### config.mk
export PLATFORM = sky130hd
export DESIGN_NAME = pte_ctrl
export DESIGN_NICKNAME = d
export VERILOG_FILES = /design/src/rtl/pose_to_twist_estimator_defines.svh /design/src/rtl/pte_pkg.sv /design/src/rtl/pte_ctrl.sv
export SDC_FILE = /design/constraint.sdc
export NUM_CORES = 1
export LEC_CHECK = 0
export BUFFER_PORTS_ARGS = -buffer_cell sky130_fd_sc_hd__clkbuf_2
export CAP_MARGIN = 20
export CORE_ASPECT_RATIO = 0.8
export CORE_UTILIZATION = 27
export CTS_BUF_LIST = sky130_fd_sc_hd__clkbuf_4 sky130_fd_sc_hd__clkbuf_8 sky130_fd_sc_hd__clkbuf_16
export CTS_CLUSTER_DIAMETER = 40
export DETAILED_ROUTE_END_ITERATION = 7
export GPL_ROUTABILITY_DRIVEN = 0
export PLACE_DENSITY = 0.43
export SKIP_CTS_REPAIR_TIMING = 1
export SLEW_MARGIN = 15
export SYNTH_ARGS = -nofsm -noshare
export SYNTH_HDL_FRONTEND = slang
export SYNTH_SLANG_ARGS = --single-unit
### constraint.sdc
create_clock -name clk -period 2 [get_ports clk]
set_input_delay 0.2 -clock clk [delete_from_list [all_inputs] [get_ports clk]]
set_output_delay 0.2 -clock clk [all_outputs]
set_load 0.03 [all_outputs]
### src/rtl/pose_to_twist_estimator_defines.svh
// ----------------------------------------------------------------------------
// Pose-to-twist estimator assertion macros
// Shared concurrent assertion forms used at the end of the top level.
// ----------------------------------------------------------------------------
`ifndef POSE_TO_TWIST_ESTIMATOR_DEFINES_SVH
`define POSE_TO_TWIST_ESTIMATOR_DEFINES_SVH

// The consequent must hold in the same cycle as the antecedent.
`define PTE_ASSERT_SAME(label, clk, rst_n, ante, cons, msg) \
	label: assert property (@(posedge clk) disable iff (!rst_n) (ante) |-> (cons)) \
		else $error(msg);

// The consequent must hold in the cycle after the antecedent.
`define PTE_ASSERT_NEXT(label, clk, rst_n, ante, cons, msg) \
	label: assert property (@(posedge clk) disable iff (!rst_n) (ante) |=> (cons)) \
		else $error(msg);

`endif

### src/rtl/pte_pkg.sv
// ----------------------------------------------------------------------------
// Pose-to-twist estimator package
// Types, command codes, constants and helper functions shared by the block.
// ----------------------------------------------------------------------------
`timescale 1ns / 1ps

package pte_pkg;

	localparam int DIV_NUM_W = 64;
	localparam int DIV_DEN_W = 62;
	localparam int RATE_W    = 40;
	localparam int AXIS_W    = 61;
	localparam int ACC_W     = AXIS_W + RATE_W;
	localparam int MAG_W     = ACC_W - 28;

	localparam logic [19:0] USEC_PER_S = 20'd1000000;
	localparam logic signed [33:0] PI_HALF_Q30 = 34'sd1686629713;
	localparam logic signed [33:0] PI_Q30      = 34'sd3373259426;
	localparam logic [28:0] ONE_Q28 = 29'd268435456;

	localparam logic [5:0] SQRT_LAST   = 6'd28;
	localparam logic [5:0] CORDIC_LAST = 6'd29;
	localparam logic [5:0] AMUL_LAST   = 6'd39;

	localparam logic [1:0] ST_VALID  = 2'd0;
	localparam logic [1:0] ST_FIRST  = 2'd1;
	localparam logic [1:0] ST_NONPOS = 2'd2;

	typedef enum logic [4:0] {
		OP_NOP,
		OP_LOAD,
		OP_CHECK,
		OP_LIN_START,
		OP_LIN_STORE,
		OP_DQ,
		OP_CLAMP,
		OP_S2,
		OP_SQRT,
		OP_CORDIC_INIT,
		OP_CORDIC,
		OP_RATE_START,
		OP_RATE_STORE,
		OP_AXIS_START,
		OP_AXIS_STORE,
		OP_AMUL,
		OP_ANG_STORE,
		OP_COMMIT
	} op_t;

	typedef struct packed {
		op_t        op;
		logic [1:0] idx;
		logic [5:0] step;
	} cmd_t;

	typedef struct packed {
		logic first;
		logic nonpos;
		logic s2_zero;
		logic div_done;
	} stat_t;

	function automatic logic [29:0] atan_q30(input logic [4:0] i);
		logic [29:0] r;
		case (i)
			5'd0:  r = 30'd843314856;
			5'd1:  r = 30'd497837829;
			5'd2:  r = 30'd263043836;
			5'd3:  r = 30'd133525158;
			5'd4:  r = 30'd67021686;
			5'd5:  r = 30'd33543515;
			5'd6:  r = 30'd16775850;
			5'd7:  r = 30'd8388437;
			5'd8:  r = 30'd4194282;
			5'd9:  r = 30'd2097149;
			5'd10: r = 30'd1048575;
			5'd11: r = 30'd524287;
			5'd12: r = 30'd262143;
			5'd13: r = 30'd131071;
			5'd14: r = 30'd65535;
			5'd15: r = 30'd32767;
			5'd16: r = 30'd16383;
			5'd17: r = 30'd8191;
			5'd18: r = 30'd4095;
			5'd19: r = 30'd2047;
			5'd20: r = 30'd1023;
			5'd21: r = 30'd511;
			5'd22: r = 30'd255;
			5'd23: r = 30'd127;
			5'd24: r = 30'd63;
			5'd25: r = 30'd31;
			5'd26: r = 30'd15;
			5'd27: r = 30'd7;
			5'd28: r = 30'd3;
			5'd29: r = 30'd1;
			default: r = '0;
		endcase
		return r;
	endfunction

	// Applies a sign to a magnitude and saturates to a signed 32-bit word.
	function automatic logic signed [31:0] sat32(input logic neg, input logic [MAG_W-1:0] m);
		logic signed [31:0] r;
		if (neg) begin
			r = (m > MAG_W'(33'h080000000)) ? 32'sh80000000 : -$signed(m[31:0]);
		end else begin
			r = (m > MAG_W'(32'h7FFFFFFF)) ? 32'sh7FFFFFFF : $signed(m[31:0]);
		end
		return r;
	endfunction

endpackage

### src/rtl/pte_ctrl.sv
// ----------------------------------------------------------------------------
// Pose-to-twist controller
// Sequences the datapath through one pose word and owns both handshakes.
// ----------------------------------------------------------------------------
`timescale 1ns / 1ps

module pte_ctrl (
	input  logic           clk,
	input  logic           arst_n,
	input  logic           in_valid,
	output logic           in_ready,
	output logic           out_valid,
	input  logic           out_ready,
	input  pte_pkg::stat_t stat,
	output pte_pkg::cmd_t  cmd
);
	import pte_pkg::*;

	typedef enum logic [4:0] {
		S_IDLE, S_CHECK, S_LIN, S_LIN_WAIT, S_LIN_ST, S_DQ, S_CLAMP, S_S2, S_SQRT,
		S_CINIT, S_CORDIC, S_RATE, S_RATE_WAIT, S_RATE_ST, S_AXIS, S_AXIS_WAIT,
		S_AXIS_ST, S_AMUL, S_ANG_ST, S_DONE
	} state_t;

	state_t     state_q;
	logic [5:0] cnt_q;
	logic [1:0] k_q;
	logic       out_valid_q;
	logic       out_free;

	assign out_free = !out_valid_q || out_ready;

	always_ff @(posedge clk or negedge arst_n) begin
		if (!arst_n) begin
			state_q     <= S_IDLE;
			cnt_q       <= '0;
			k_q         <= '0;
			out_valid_q <= 1'b0;
		end else begin
			if (state_q == S_DONE && out_free) out_valid_q <= 1'b1;
			else if (out_ready) out_valid_q <= 1'b0;
			unique case (state_q)
				S_IDLE: if (in_valid) state_q <= S_CHECK;
				S_CHECK: begin
					k_q     <= '0;
					state_q <= (stat.first || stat.nonpos) ? S_DONE : S_LIN;
				end
				S_LIN:      state_q <= S_LIN_WAIT;
				S_LIN_WAIT: if (stat.div_done) state_q <= S_LIN_ST;
				S_LIN_ST: begin
					if (k_q == 2'd2) begin
						k_q     <= '0;
						state_q <= S_DQ;
					end else begin
						k_q     <= k_q + 1'b1;
						state_q <= S_LIN;
					end
				end
				S_DQ: begin
					k_q <= k_q + 1'b1;
					if (k_q == 2'd3) state_q <= S_CLAMP;
				end
				S_CLAMP: state_q <= S_S2;
				S_S2: begin
					cnt_q   <= '0;
					state_q <= S_SQRT;
				end
				S_SQRT: begin
					cnt_q <= cnt_q + 1'b1;
					if (cnt_q == SQRT_LAST) state_q <= S_CINIT;
				end
				S_CINIT: begin
					cnt_q   <= '0;
					state_q <= S_CORDIC;
				end
				S_CORDIC: begin
					cnt_q <= cnt_q + 1'b1;
					if (cnt_q == CORDIC_LAST) state_q <= S_RATE;
				end
				S_RATE:      state_q <= S_RATE_WAIT;
				S_RATE_WAIT: if (stat.div_done) state_q <= S_RATE_ST;
				S_RATE_ST: begin
					k_q     <= '0;
					state_q <= S_AXIS;
				end
				S_AXIS:      state_q <= stat.s2_zero ? S_AXIS_ST : S_AXIS_WAIT;
				S_AXIS_WAIT: if (stat.div_done) state_q <= S_AXIS_ST;
				S_AXIS_ST: begin
					cnt_q   <= '0;
					state_q <= S_AMUL;
				end
				S_AMUL: begin
					cnt_q <= cnt_q + 1'b1;
					if (cnt_q == AMUL_LAST) state_q <= S_ANG_ST;
				end
				S_ANG_ST: begin
					k_q     <= k_q + 1'b1;
					state_q <= (k_q == 2'd2) ? S_DONE : S_AXIS;
				end
				S_DONE: if (out_free) state_q <= S_IDLE;
				default: state_q <= S_IDLE;
			endcase
		end
	end

	always_comb begin
		cmd.idx  = k_q;
		cmd.step = cnt_q;
		unique case (state_q)
			S_IDLE:    cmd.op = in_valid ? OP_LOAD : OP_NOP;
			S_CHECK:   cmd.op = OP_CHECK;
			S_LIN:     cmd.op = OP_LIN_START;
			S_LIN_ST:  cmd.op = OP_LIN_STORE;
			S_DQ:      cmd.op = OP_DQ;
			S_CLAMP:   cmd.op = OP_CLAMP;
			S_S2:      cmd.op = OP_S2;
			S_SQRT:    cmd.op = OP_SQRT;
			S_CINIT:   cmd.op = OP_CORDIC_INIT;
			S_CORDIC:  cmd.op = OP_CORDIC;
			S_RATE:    cmd.op = OP_RATE_START;
			S_RATE_ST: cmd.op = OP_RATE_STORE;
			S_AXIS:    cmd.op = stat.s2_zero ? OP_NOP : OP_AXIS_START;
			S_AXIS_ST: cmd.op = OP_AXIS_STORE;
			S_AMUL:    cmd.op = OP_AMUL;
			S_ANG_ST:  cmd.op = OP_ANG_STORE;
			S_DONE:    cmd.op = out_free ? OP_COMMIT : OP_NOP;
			default:   cmd.op = OP_NOP;
		endcase
	end

	assign in_ready  = state_q == S_IDLE;
	assign out_valid = out_valid_q;
endmodule

After elaboration in Yosys (flattened, before gate mapping)
Cells that the tools add are included.
{"block": "word_totals", "reg_bits": 14, "out_inout_bits": 15}
{"block": "classes", "addsub": 2, "reduce_logical": 13, "n_eq_ne": 33, "n_mux": 23}
{"cell": "case mux 5 bit (20 select lines)", "count": 1}
{"cell": "case mux 5 bit (17 select lines)", "count": 1}
{"cell": "two-way mux 5 bit", "count": 13}
{"cell": "equality test 5 x 4 -> 1 bit, second input constant", "count": 8}
{"cell": "equality test 5 x 3 -> 1 bit, second input constant", "count": 4}
{"cell": "equality test 5 bit, second input constant", "count": 4}
{"cell": "!= test 2 bit, second input constant", "count": 9}
{"cell": "equality test 6 x 5 -> 1 bit, second input constant", "count": 2}
{"cell": "case mux 6 bit (2 select lines)", "count": 1}
{"cell": "equality test 5 x 2 -> 1 bit, second input constant", "count": 2}
{"cell": "AND reduction 9 bit", "count": 1}
{"cell": "adder 6 x 1 -> 6 bit, second input constant", "count": 1}
{"cell": "equality test 6 bit, second input constant", "count": 1}
{"cell": "case mux 2 bit (3 select lines)", "count": 1}
{"cell": "OR reduction 3 bit", "count": 2}
{"cell": "equality test 5 x 1 -> 1 bit, second input constant", "count": 1}
{"cell": "zero test 5 bit", "count": 1}
{"cell": "equality test 2 bit, second input constant", "count": 2}
{"cell": "two-way mux 4 bit", "count": 1}
{"cell": "nonzero test 2 bit", "count": 2}
{"cell": "OR reduction 2 bit", "count": 2}
{"cell": "two-way mux 1 bit", "count": 3}
{"cell": "two-way mux 3 bit", "count": 1}
{"cell": "nonzero test 3 bit", "count": 1}
{"cell": "other kinds (5)", "count": 6}

Longest topological paths before layout
Gate-level depths: netlist (run 1).
{"block": "depth", "ltp_word": 4, "depth_mapped": 7, "mapped_depth_nobuf": 7}

Least setup slack after synthesis (run 1)
No wires, ideal clock.
{"block": "synth_timing", "path_type": "register -> register", "from": "register k_q[0]", "to": "register state_q[3]", "stages_incl_launch_ff": 7, "required_ps": 1875, "setup_time_ps": 125, "arrival_time_ps": 1769, "setup_slack_ps": 106, "n_path_buf": 0, "cell_sequence": "dfrtp_1 -> ha_1 -> or3b_1 -> o32ai_2 -> a31oi_1 -> o311a_2 -> mux2_4"}
{"block": "synth_via", "elab_chain_cells": 3, "word_cells_on_any_way": 6, "cone_classes": "eq/ne: 3; mux: 2; reduce/logical: 1"}
{"element": "start, declared", "line_no": "pte_ctrl.sv:27", "source": "logic [1:0] k_q;"}
{"element": "start signal, assigned", "line_no": "pte_ctrl.sv:55", "source": "k_q <= k_q + 1'b1;"}
{"element": "start signal, assigned", "line_no": "pte_ctrl.sv:60", "source": "k_q <= k_q + 1'b1;"}
{"element": "start signal, assigned", "line_no": "pte_ctrl.sv:97", "source": "k_q <= k_q + 1'b1;"}
{"element": "equality test 2 bit, on equally long branches", "line_no": "pte_ctrl.sv:98, pte_ctrl.sv:61"}
{"element": "two-way mux 5 bit or != test 2 bit (tied branches)"}
{"element": "case mux 5 bit (20 select lines) or AND reduction 9 bit (tied branches)"}
{"element": "end signal, assigned", "line_no": "pte_ctrl.sv:46", "source": "state_q <= (stat.first || stat.nonpos) ? S_DONE : S_LIN;"}
{"element": "end signal, assigned", "line_no": "pte_ctrl.sv:86", "source": "S_AXIS: state_q <= stat.s2_zero ? S_AXIS_ST : S_AXIS_WAIT;"}
{"element": "end signal, assigned", "line_no": "pte_ctrl.sv:98", "source": "state_q <= (k_q == 2'd2) ? S_DONE : S_AXIS;"}
{"element": "end, declared", "line_no": "pte_ctrl.sv:25", "source": "state_t state_q;"}
Parallel ways exist; a longest one is shown, timed or not.
A chain may end at the register's enable or synchronous reset.

==> results of run 1 <==
[synthesized netlist by cell type (all sizes together), types with 3 or more instances]
cell,number
inv,10
nand3b,3
dfrtp,14
nand2,9
o22ai,8
nor2,15
nor3,4
ha,7
mux2i,4
xnor2,3
buf,8
nand3,5
nor2b,6
a21oi,9
a21o,3
o21ai,10
[per-stage QoR]
step                TNS, ps  std cells  utilization  area [um2]
floorplan                 0        157            -        1300
global placement          0        245        0.338        1550
detailed placement        0        245        0.338        1550
CTS                   -69.3        248        0.347        1600
global route              0        250        0.353        1620
finish                    0        250        0.353        1620
[power by group through the flow]
stage	Combinational (mW)	Clock, mW	Sequential, mW
5_1_grt	0.0199	0.255	0.283
6_report	0.0171	0.228	0.283
3_3_place_gp	0.0160	0	0.288
2_1_floorplan	0.00218	0	0.289
3_5_place_dp	0.0164	0	0.288
4_1_cts	0.0165	0.239	0.283
[critical path, stage by stage (launching register included)]
cell     delay, ps
dfrtp_1        420
buf_4          210
nor3_1         190
a21oi_1         60
or3_1          300
nand3_1         90
buf_2          190
[registers in the layout (all words and copies together) (netlist names)]
register / cells
cnt_q: 6
out_valid: 1
k_q: 2
state_q: 5
[layer usage]
metal | wire length [um] | global-route usage
met1 | 1750 | 0.211
met2 | 1650 | 0.232
met3 | 203 | 0.0386
met4 | 26 | 0.0409
met5 | 0 | 0
[logic make-up after synthesis]
group           count (synthesis)  synth area share
buf+inv                        21            0.0817
simple gates                   56             0.232
compound gates                 48             0.263
fa+ha+maj                       7            0.0673
flops                          14             0.269
mux                             6            0.0538
xor+xnor                        5            0.0337
[worst paths after layout]
check / start / slack (ps) / depth (start not counted) / end
hold / removal: out_ready / 290 / 3 / out_valid$_DFFE_PN0P_
min in group asynchronous: arst_n / 400 / 2 / k_q[1]$_DFFE_PN0P_
setup / recovery: state_q[2]$_DFFE_PN0P_ / 90 / 6 / cmd[8]
max in group asynchronous: arst_n / 1320 / 2 / state_q[1]$_DFFE_PN0P_
hold reg to reg: k_q[1]$_DFFE_PN0P_ / 610 / 2 / k_q[1]$_DFFE_PN0P_
setup reg to reg: state_q[1]$_DFFE_PN0P_ / 120 / 6 / state_q[3]$_DFFE_PN0P_
[layout make-up]
cell class / count / share of cell area
Timing Repair Buffer: 40 / 0.160
Multi-Input combinational cell: 122 / 0.524
Tap cell: 60 / 0.0462
Inverter: 11 / 0.0254
Sequential cell: 14 / 0.219
Clock buffer: 3 / 0.0254
[cell usage in the layout, fill, tap and decap left out, types with 3 or more instances in the layout]
cell type / count
buf_4: 16
mux2i_1: 4
xnor2_1: 3
a21o_1: 3
nor3_1: 4
a21oi_1: 8
nor2b_1: 5
dfrtp_2: 4
ha_1: 7
clkbuf_8: 3
nor2_1: 14
o22ai_1: 8
dfrtp_1: 10
nand3b_1: 3
o21ai_0: 9
inv_1: 10
nand2_1: 9
nand3_1: 5
clkbuf_2: 21
==> flow_metrics.env, run 1 <==
export IMPL_hold_viol=0
export IMPL_synthCells=157
export IMPL_period_needed_ps=1910
export IMPL_status="finished, final reports clean"
export IMPL_maxSlewViolCount=0
export IMPL_clock_path_buffers=2
export IMPL_drtAntennaViolNets=0
export IMPL_grt_ovfl_total=0
export IMPL_critPathMaxFanout=15
export IMPL_numClockSinks=14
export IMPL_vias=1297
export IMPL_cts_htree_levels=1
export IMPL_rsz0062_at_grt="false"
export IMPL_endpoint_kind="output port"
export IMPL_drive_gt1_frac=0.311
export IMPL_routed_wl_mm=3.63
export IMPL_cp_required_ps=1800
export IMPL_clk_insertion_delay_late_ps=240
export IMPL_root_buffer="clkbuf_8"
export IMPL_grt_max_degree=16
export IMPL_core_mm2=0.00460
export IMPL_max_freq_mhz=524
export IMPL_ys_ff_latch=14
export IMPL_avgSynthCellArea_um2=8.29
export IMPL_place_ws_ps=125
export IMPL_worst_slack_ps=93.4
export IMPL_synth_top_area_frac=0.269
export IMPL_multi_input_area_um2=851
export IMPL_grt_usage=0.152
export IMPL_clk_pin_slew_worst_paths_ps=50
export IMPL_p_sw_mw=0.104
export IMPL_yosysSeqAreaShare=0.269
export IMPL_p_int_mw=0.424
export IMPL_power_density_mw_per_mm2=325
export IMPL_detail_route_wl_per_cell_um=14.5
export IMPL_regArea_um2=355
export IMPL_antenna_found_initial=0
export IMPL_row_count=22
export IMPL_skew_ps=1.27
export IMPL_timing_critical_path_from_type="flop"
export IMPL_num_io_pins=23
export IMPL_async_reset_ff_frac=1.00
export IMPL_route_detailed_drc=0
export IMPL_synth_area_mm2=0.00130
export IMPL_hpwlAfterDp_mm=2.85
export IMPL_drv_cap=0
export IMPL_synth_edff_count=0
export IMPL_die_w_um=79.6
export IMPL_setup_viol=0
export IMPL_crit_type="flop to output port"
export IMPL_timing_final_crit_share=0.953
export IMPL_n_fill_cell=484
export IMPL_synthFlopType="dfrtp_1"
export IMPL_power_share_combinational=0.032
export IMPL_leakage_nw=0.729
export IMPL_synthDistinctLibCells=49
export IMPL_dieArea_mm2=0.00510
export IMPL_syn2layout_area_growth_pct=24.8
export IMPL_nets=207
export IMPL_yosys_warnings=0
export IMPL_peakVddDrop_uv=204
export IMPL_power_total_mw=0.528
export IMPL_grt_pass1_wl_mm=6.04
export IMPL_n_antenna_cell=0
export IMPL_first_global_vias=1237
export IMPL_die_h_um=64.1
export IMPL_synthesis_nets=172
export IMPL_critPathArrivalTime_ps=1710
export IMPL_clockPowerShare=0.431
export IMPL_first_pass_iters=6
export IMPL_yosysTopAreaCell="dfrtp_1"
export IMPL_slew_headroom=0.757
export IMPL_p_seq_frac=0.536
export IMPL_cts_tree="done"
export IMPL_io_buffers=22
export IMPL_p_sw_frac=0.198
export IMPL_via_per_inst=5.19
export IMPL_tightest_slew_ps=360
export IMPL_drtIter0Drc=76
export IMPL_cts_buffers=3
export IMPL_hold_class="primary input to flop"
export IMPL_synth_area_leaders="dfrtp_1 27%, ha_1 6.7%, nor2_1 4.3%"
export IMPL_whs_ps=288
export IMPL_start_util=0.283
Note: power is estimated with default switching activity, not from simulation.
==> run 2, diff against run 1 <==
CORE_UTILIZATION = 25   (was 27)
PLACE_DENSITY = 0.41   (was 0.43)
==> run 2 against run 1 <==
Net effect: sequential cell count unchanged; final cell count grew 3.6%; first-iteration DRC count up 54%; critical path depth did not move; power about the same; cell area rose by 3.5%; via count up 1.5%; global-route usage fell by 1.4 points; clock power hardly changed.
==> flow_metrics.env, run 2 (same netlist as run 1, synthesis figures left out) <==
export IMPL_status="finished, final reports clean"
export IMPL_numClockSinks=14
export IMPL_crit_type="flop to output port"
export IMPL_period_needed_ps=1900
export IMPL_first_pass_iters=4
export IMPL_die_h_um=66.5
export IMPL_power_total_mw=0.528
export IMPL_cts_tree="done"
export IMPL_drtAntennaViolNets=0
export IMPL_vias=1317
export IMPL_min_from="out_ready"
export IMPL_timing_critical_path_from_type="flop"
export IMPL_dieArea_mm2=0.00550
export IMPL_slew_headroom=0.758
export IMPL_routed_wl_mm=3.56
export IMPL_peakVddDrop_uv=177
export IMPL_cp_required_ps=1800
export IMPL_io_buffers=22
export IMPL_endpoint_kind="output port"
export IMPL_fin_util=0.336
export IMPL_slowest_stage="dfrtp_2"
export IMPL_row_count=23
export IMPL_crit_family="flip-flops"
export IMPL_detail_route_wl_per_cell_um=13.8
export IMPL_clk_insertion_delay_late_ps=250
export IMPL_drive_gt1_frac=0.340
export IMPL_clk_pin_slew_worst_paths_ps=60
export IMPL_nets=214
export IMPL_die_w_um=82.7
export IMPL_syn2layout_area_growth_pct=29.2
export IMPL_num_io_pins=23
export IMPL_regArea_um2=357
export IMPL_ff2ff_path_depth=6
export IMPL_clock_path_buffers=2
export IMPL_drv_cap=0
export IMPL_root_buffer="clkbuf_8"
export IMPL_hold_class="primary input to flop"
export IMPL_n_antenna_cell=0
export IMPL_timing_rr_start="k_q[0]$_DFFE_PN0P_"
export IMPL_grt_ovfl_total=0
export IMPL_crit_top_cell="buf_4"
export IMPL_final_common_cell="buf_4"
export IMPL_top_regs="cnt_q x6, state_q x5, k_q x2"
export IMPL_start_util=0.260
export IMPL_grt_pass1_wl_mm=5.76
export IMPL_skew_ps=8.94
export IMPL_critPathMaxFanout=9
export IMPL_grt_usage=0.138
export IMPL_largest_register_ff_count=6
export IMPL_slowest_delay_ps=470
export IMPL_timing_final_crit_share=0.948
export IMPL_place_ws_ps=128
export IMPL_route_detailed_drc=0
export IMPL_setup_viol=0
export IMPL_core_mm2=0.00501
export IMPL_antenna_found_initial=0
export IMPL_power_density_mw_per_mm2=314
export IMPL_via_per_inst=5.08
export IMPL_leakage_nw=0.759
export IMPL_cp_num_buf_inv=2
export IMPL_cts_htree_levels=1
export IMPL_final_cell_mix="26 x buf_4, 19 x clkbuf_2, 15 x nor2_1"
export IMPL_first_global_vias=1183
export IMPL_critPathArrivalTime_ps=1700
export IMPL_startpoint="state_q[0]$_DFFE_PN0P_"
export IMPL_n_fill_cell=529
export IMPL_maxSlewViolCount=0
export IMPL_drtIter0Drc=117
export IMPL_critical_path_cell_chain="buf_4 -> nor2_1 -> a21oi_1 -> or2_2 -> o21ai_0 -> buf_4"
export IMPL_tightest_slew_ps=363
export IMPL_hpwlAfterDp_mm=2.80
export IMPL_largest_register="cnt_q"
export IMPL_worst_slack_ps=104
export IMPL_hold_viol=0
export IMPL_cts_buffers=3
export IMPL_tns_ps=0
export IMPL_max_freq_mhz=527
export IMPL_hold_depth=3
export IMPL_cp_num_cells=6
export IMPL_place_area_mm2=0.00155
export IMPL_fin_area_mm2=0.00168
export IMPL_grt_max_degree=15
export IMPL_multi_input_area_um2=857
-- run 2: cell types whose count changed in the layout (fill, tap and decap cells not counted), sizes merged --
cell,delta
buf,+8
clkbuf,-1
-- run 2: final cells by class --
cell class	count	area share
multi-input combinational	122	0.510
sequential	14	0.212
timing repair buffer	47	0.183
tap	62	0.0461
clock buffer	3	0.0246
inverter	11	0.0246
-- run 2: tightest hold or removal path, stage by stage --
cell	delay, ps
clkbuf_2	80
nor2b_1	70
o21bai_1	150
-- run 2: metrics by stage --
step	hold WS, ps	std cells
2_1_floorplan	-95.6	157
3_3_place_gp	130	248
3_5_place_dp	134	248
4_1_cts	-131	251
5_1_grt	319	259
6_report	300	259
-- run 2: worst paths after layout --
check / to / slack [ps]
setup / recovery: cmd[11] / 100
hold / removal: out_valid$_DFFE_PN0P_ / 300
setup reg to reg: state_q[3]$_DFFE_PN0P_ / 130
hold reg to reg: state_q[4]$_DFFE_PN0P_ / 570
max in group asynchronous: state_q[2]$_DFFE_PN0P_ / 1310
min in group asynchronous: cnt_q[0]$_DFFE_PN0P_ / 390
-- run 2: where the power goes --
| group | leakage, nW | switching, mW | internal (mW) |
|---|---|---|---|
| logic | 0.573 | 0.00965 | 0.00729 |
| clock network | 0.0216 | 0.0947 | 0.133 |
| registers | 0.165 | 0.0000000000000000555 | 0.283 |
| total | 0.759 | 0.104 | 0.424 |
-- run 2: per-layer routing --
| layer | share of wire | vias to the layer above | global-route usage |
|---|---|---|---|
| li1 | - | 650 | - |
| met1 | 0.48 | 634 | 0.191 |
| met2 | 0.47 | 31 | 0.209 |
| met3 | 0.045 | 2 | 0.0438 |
| met4 | 0.0065 | 0 | 0.0259 |
| met5 | 0 | - | 0 |
==> run 3, diff against run 2 <==
clock period = 1.85 ns   (was 2 ns; I/O delays follow)
==> run 3 against run 2 <==
Net effect: sequential power is 8.1% higher; wire length is 17% higher; die area is the same; via count grew 8.9%; critical path depth increased by 1; critical path type is now flop to flop.
==> flow_metrics.env, run 3 (same netlist as run 1, synthesis figures left out) <==
export IMPL_dieArea_mm2=0.00550
export IMPL_critPathArrivalTime_ps=1980
export IMPL_hold_depth=3
export IMPL_dp_cells=259
export IMPL_place_ws_ps=-25.4
export IMPL_n_antenna_cell=0
export IMPL_largest_register_ff_count=6
export IMPL_crit_top_cell="buf_4"
export IMPL_drtAntennaViolNets=0
export IMPL_layout_cells_non_filler=277
export IMPL_clk_pin_slew_worst_paths_ps=60
export IMPL_numClockSinks=14
export IMPL_detail_route_wl_per_cell_um=15.0
export IMPL_period_needed_ps=1850
export IMPL_hpwlAfterDp_mm=3.04
export IMPL_endpoint_kind="flop"
export IMPL_first_pass_iters=4
export IMPL_via_per_inst=5.18
export IMPL_cts_buffers=3
export IMPL_final_cell_mix="39 x buf_4, 18 x clkbuf_2, 13 x nor2_1"
export IMPL_fin_util=0.386
export IMPL_power_density_mw_per_mm2=322
export IMPL_setup_viol=0
export IMPL_hold_class="primary input to flop"
export IMPL_grt_pass1_wl_mm=6.21
export IMPL_maxSlewViolCount=0
export IMPL_slew_headroom=0.712
export IMPL_clock_path_buffers=2
export IMPL_cts_htree_levels=1
export IMPL_rsz0062_at_grt="true"
export IMPL_slowest_stage="dfrtp_2"
export IMPL_slowest_delay_ps=470
export IMPL_row_count=23
export IMPL_vias=1434
export IMPL_critical_path_cell_chain="buf_4 -> or2_2 -> o22ai_2 -> a31oi_2 -> o311a_2 -> buf_4 -> a21o_1"
export IMPL_final_common_cell="buf_4"
export IMPL_die_w_um=82.7
export IMPL_fin_area_mm2=0.00193
export IMPL_num_io_pins=23
export IMPL_nets=231
export IMPL_clk_insertion_delay_late_ps=240
export IMPL_place_area_mm2=0.00164
export IMPL_timing_critical_path_from_type="flop"
export IMPL_tightest_slew_ps=427
export IMPL_route_detailed_drc=0
export IMPL_cts_tree="done"
export IMPL_crit_type="flop to flop"
export IMPL_io_buffers=22
export IMPL_drive_gt1_frac=0.465
export IMPL_timing_final_crit_share=0.999
export IMPL_drtIter0Drc=108
export IMPL_drv_cap=0
export IMPL_antenna_found_initial=0
export IMPL_start_util=0.260
export IMPL_root_buffer="clkbuf_8"
export IMPL_worst_slack_ps=1.77
export IMPL_skew_ps=2.40
export IMPL_syn2layout_area_growth_pct=48.5
export IMPL_routed_wl_mm=4.16
export IMPL_peakVddDrop_uv=188
export IMPL_core_mm2=0.00501
export IMPL_largest_register="cnt_q"
export IMPL_first_global_vias=1261
export IMPL_top_regs="cnt_q x6, state_q x5, k_q x2"
export IMPL_critPathMaxFanout=7
export IMPL_die_h_um=66.5
export IMPL_max_freq_mhz=541
export IMPL_status="finished, final reports clean"
export IMPL_n_fill_cell=535
export IMPL_hold_viol=0
export IMPL_grt_ovfl_total=0
export IMPL_leakage_nw=0.879
export IMPL_cp_required_ps=1980
export IMPL_grt_max_degree=16
export IMPL_ff2ff_path_depth=7
export IMPL_grt_usage=0.150
==> run 3: cell count changes in the layout (fill, tap and decap cells not counted), sizes merged <==
cell | previous run | this run
buf | 26 | 45
clkbuf | 23 | 22
==> run 3: worst paths after layout <==
kind / end / startpoint / slack (ps)
setup / recovery: state_q[2]$_DFFE_PN0P_ / state_q[0]$_DFFE_PN0P_ / 2
hold / removal: out_valid$_DFFE_PN0P_ / out_ready / 280
setup reg to reg: state_q[2]$_DFFE_PN0P_ / state_q[0]$_DFFE_PN0P_ / 2
hold reg to reg: state_q[4]$_DFFE_PN0P_ / cnt_q[4]$_DFFE_PN0P_ / 600
max in group asynchronous: k_q[1]$_DFFE_PN0P_ / arst_n / 1170
min in group asynchronous: cnt_q[1]$_DFFE_PN0P_ / arst_n / 390
==> run 3: power by group <==
group / total (mW) / leakage (nW) / internal, mW / switching (mW)
logic: 0.0206 / 0.689 / 0.00801 / 0.0126
registers: 0.306 / 0.161 / 0.306 / 0.0000000000000000590
clock network: 0.296 / 0.0288 / 0.188 / 0.107
total: 0.623 / 0.879 / 0.503 / 0.120
==> run 3: through the flow <==
stage          hold slack [ps]  power (mW)  TNS (ps)
2_1_floorplan             -111       0.314         0
3_3_place_gp               123       0.330     -20.7
3_5_place_dp               121       0.330     -25.4
4_1_cts                   -145       0.631      -663
5_1_grt                    315       0.656      -241
6_report                   279       0.623         0
==> run 3: final cells by class <==
cell class	instances	area, um2	area share
Multi-Input combinational cell	122	925	0.479
Sequential cell	14	360	0.187
Timing Repair Buffer	64	473	0.245
Clock buffer	4	55.1	0.0285
Tap cell	62	77.6	0.0402
Inverter	11	41.3	0.0214
==> run 3: layer usage <==
metal / share of wire / up-vias / GRT usage
li1: - / 689 / -
met1: 0.47 / 694 / 0.216
met2: 0.47 / 42 / 0.227
met3: 0.052 / 9 / 0.0315
met4: 0.010 / 0 / 0.0280
met5: 0 / - / 0
==> run 3: worst max-delay path, delay by kind of cell (launching register included) <==
family | cells | cell delay, ps
flip-flops | 1 | 470
AND/OR/NAND/NOR | 1 | 310
buffers and inverters | 2 | 330
AO/OA/AOI/OAI | 4 | 620
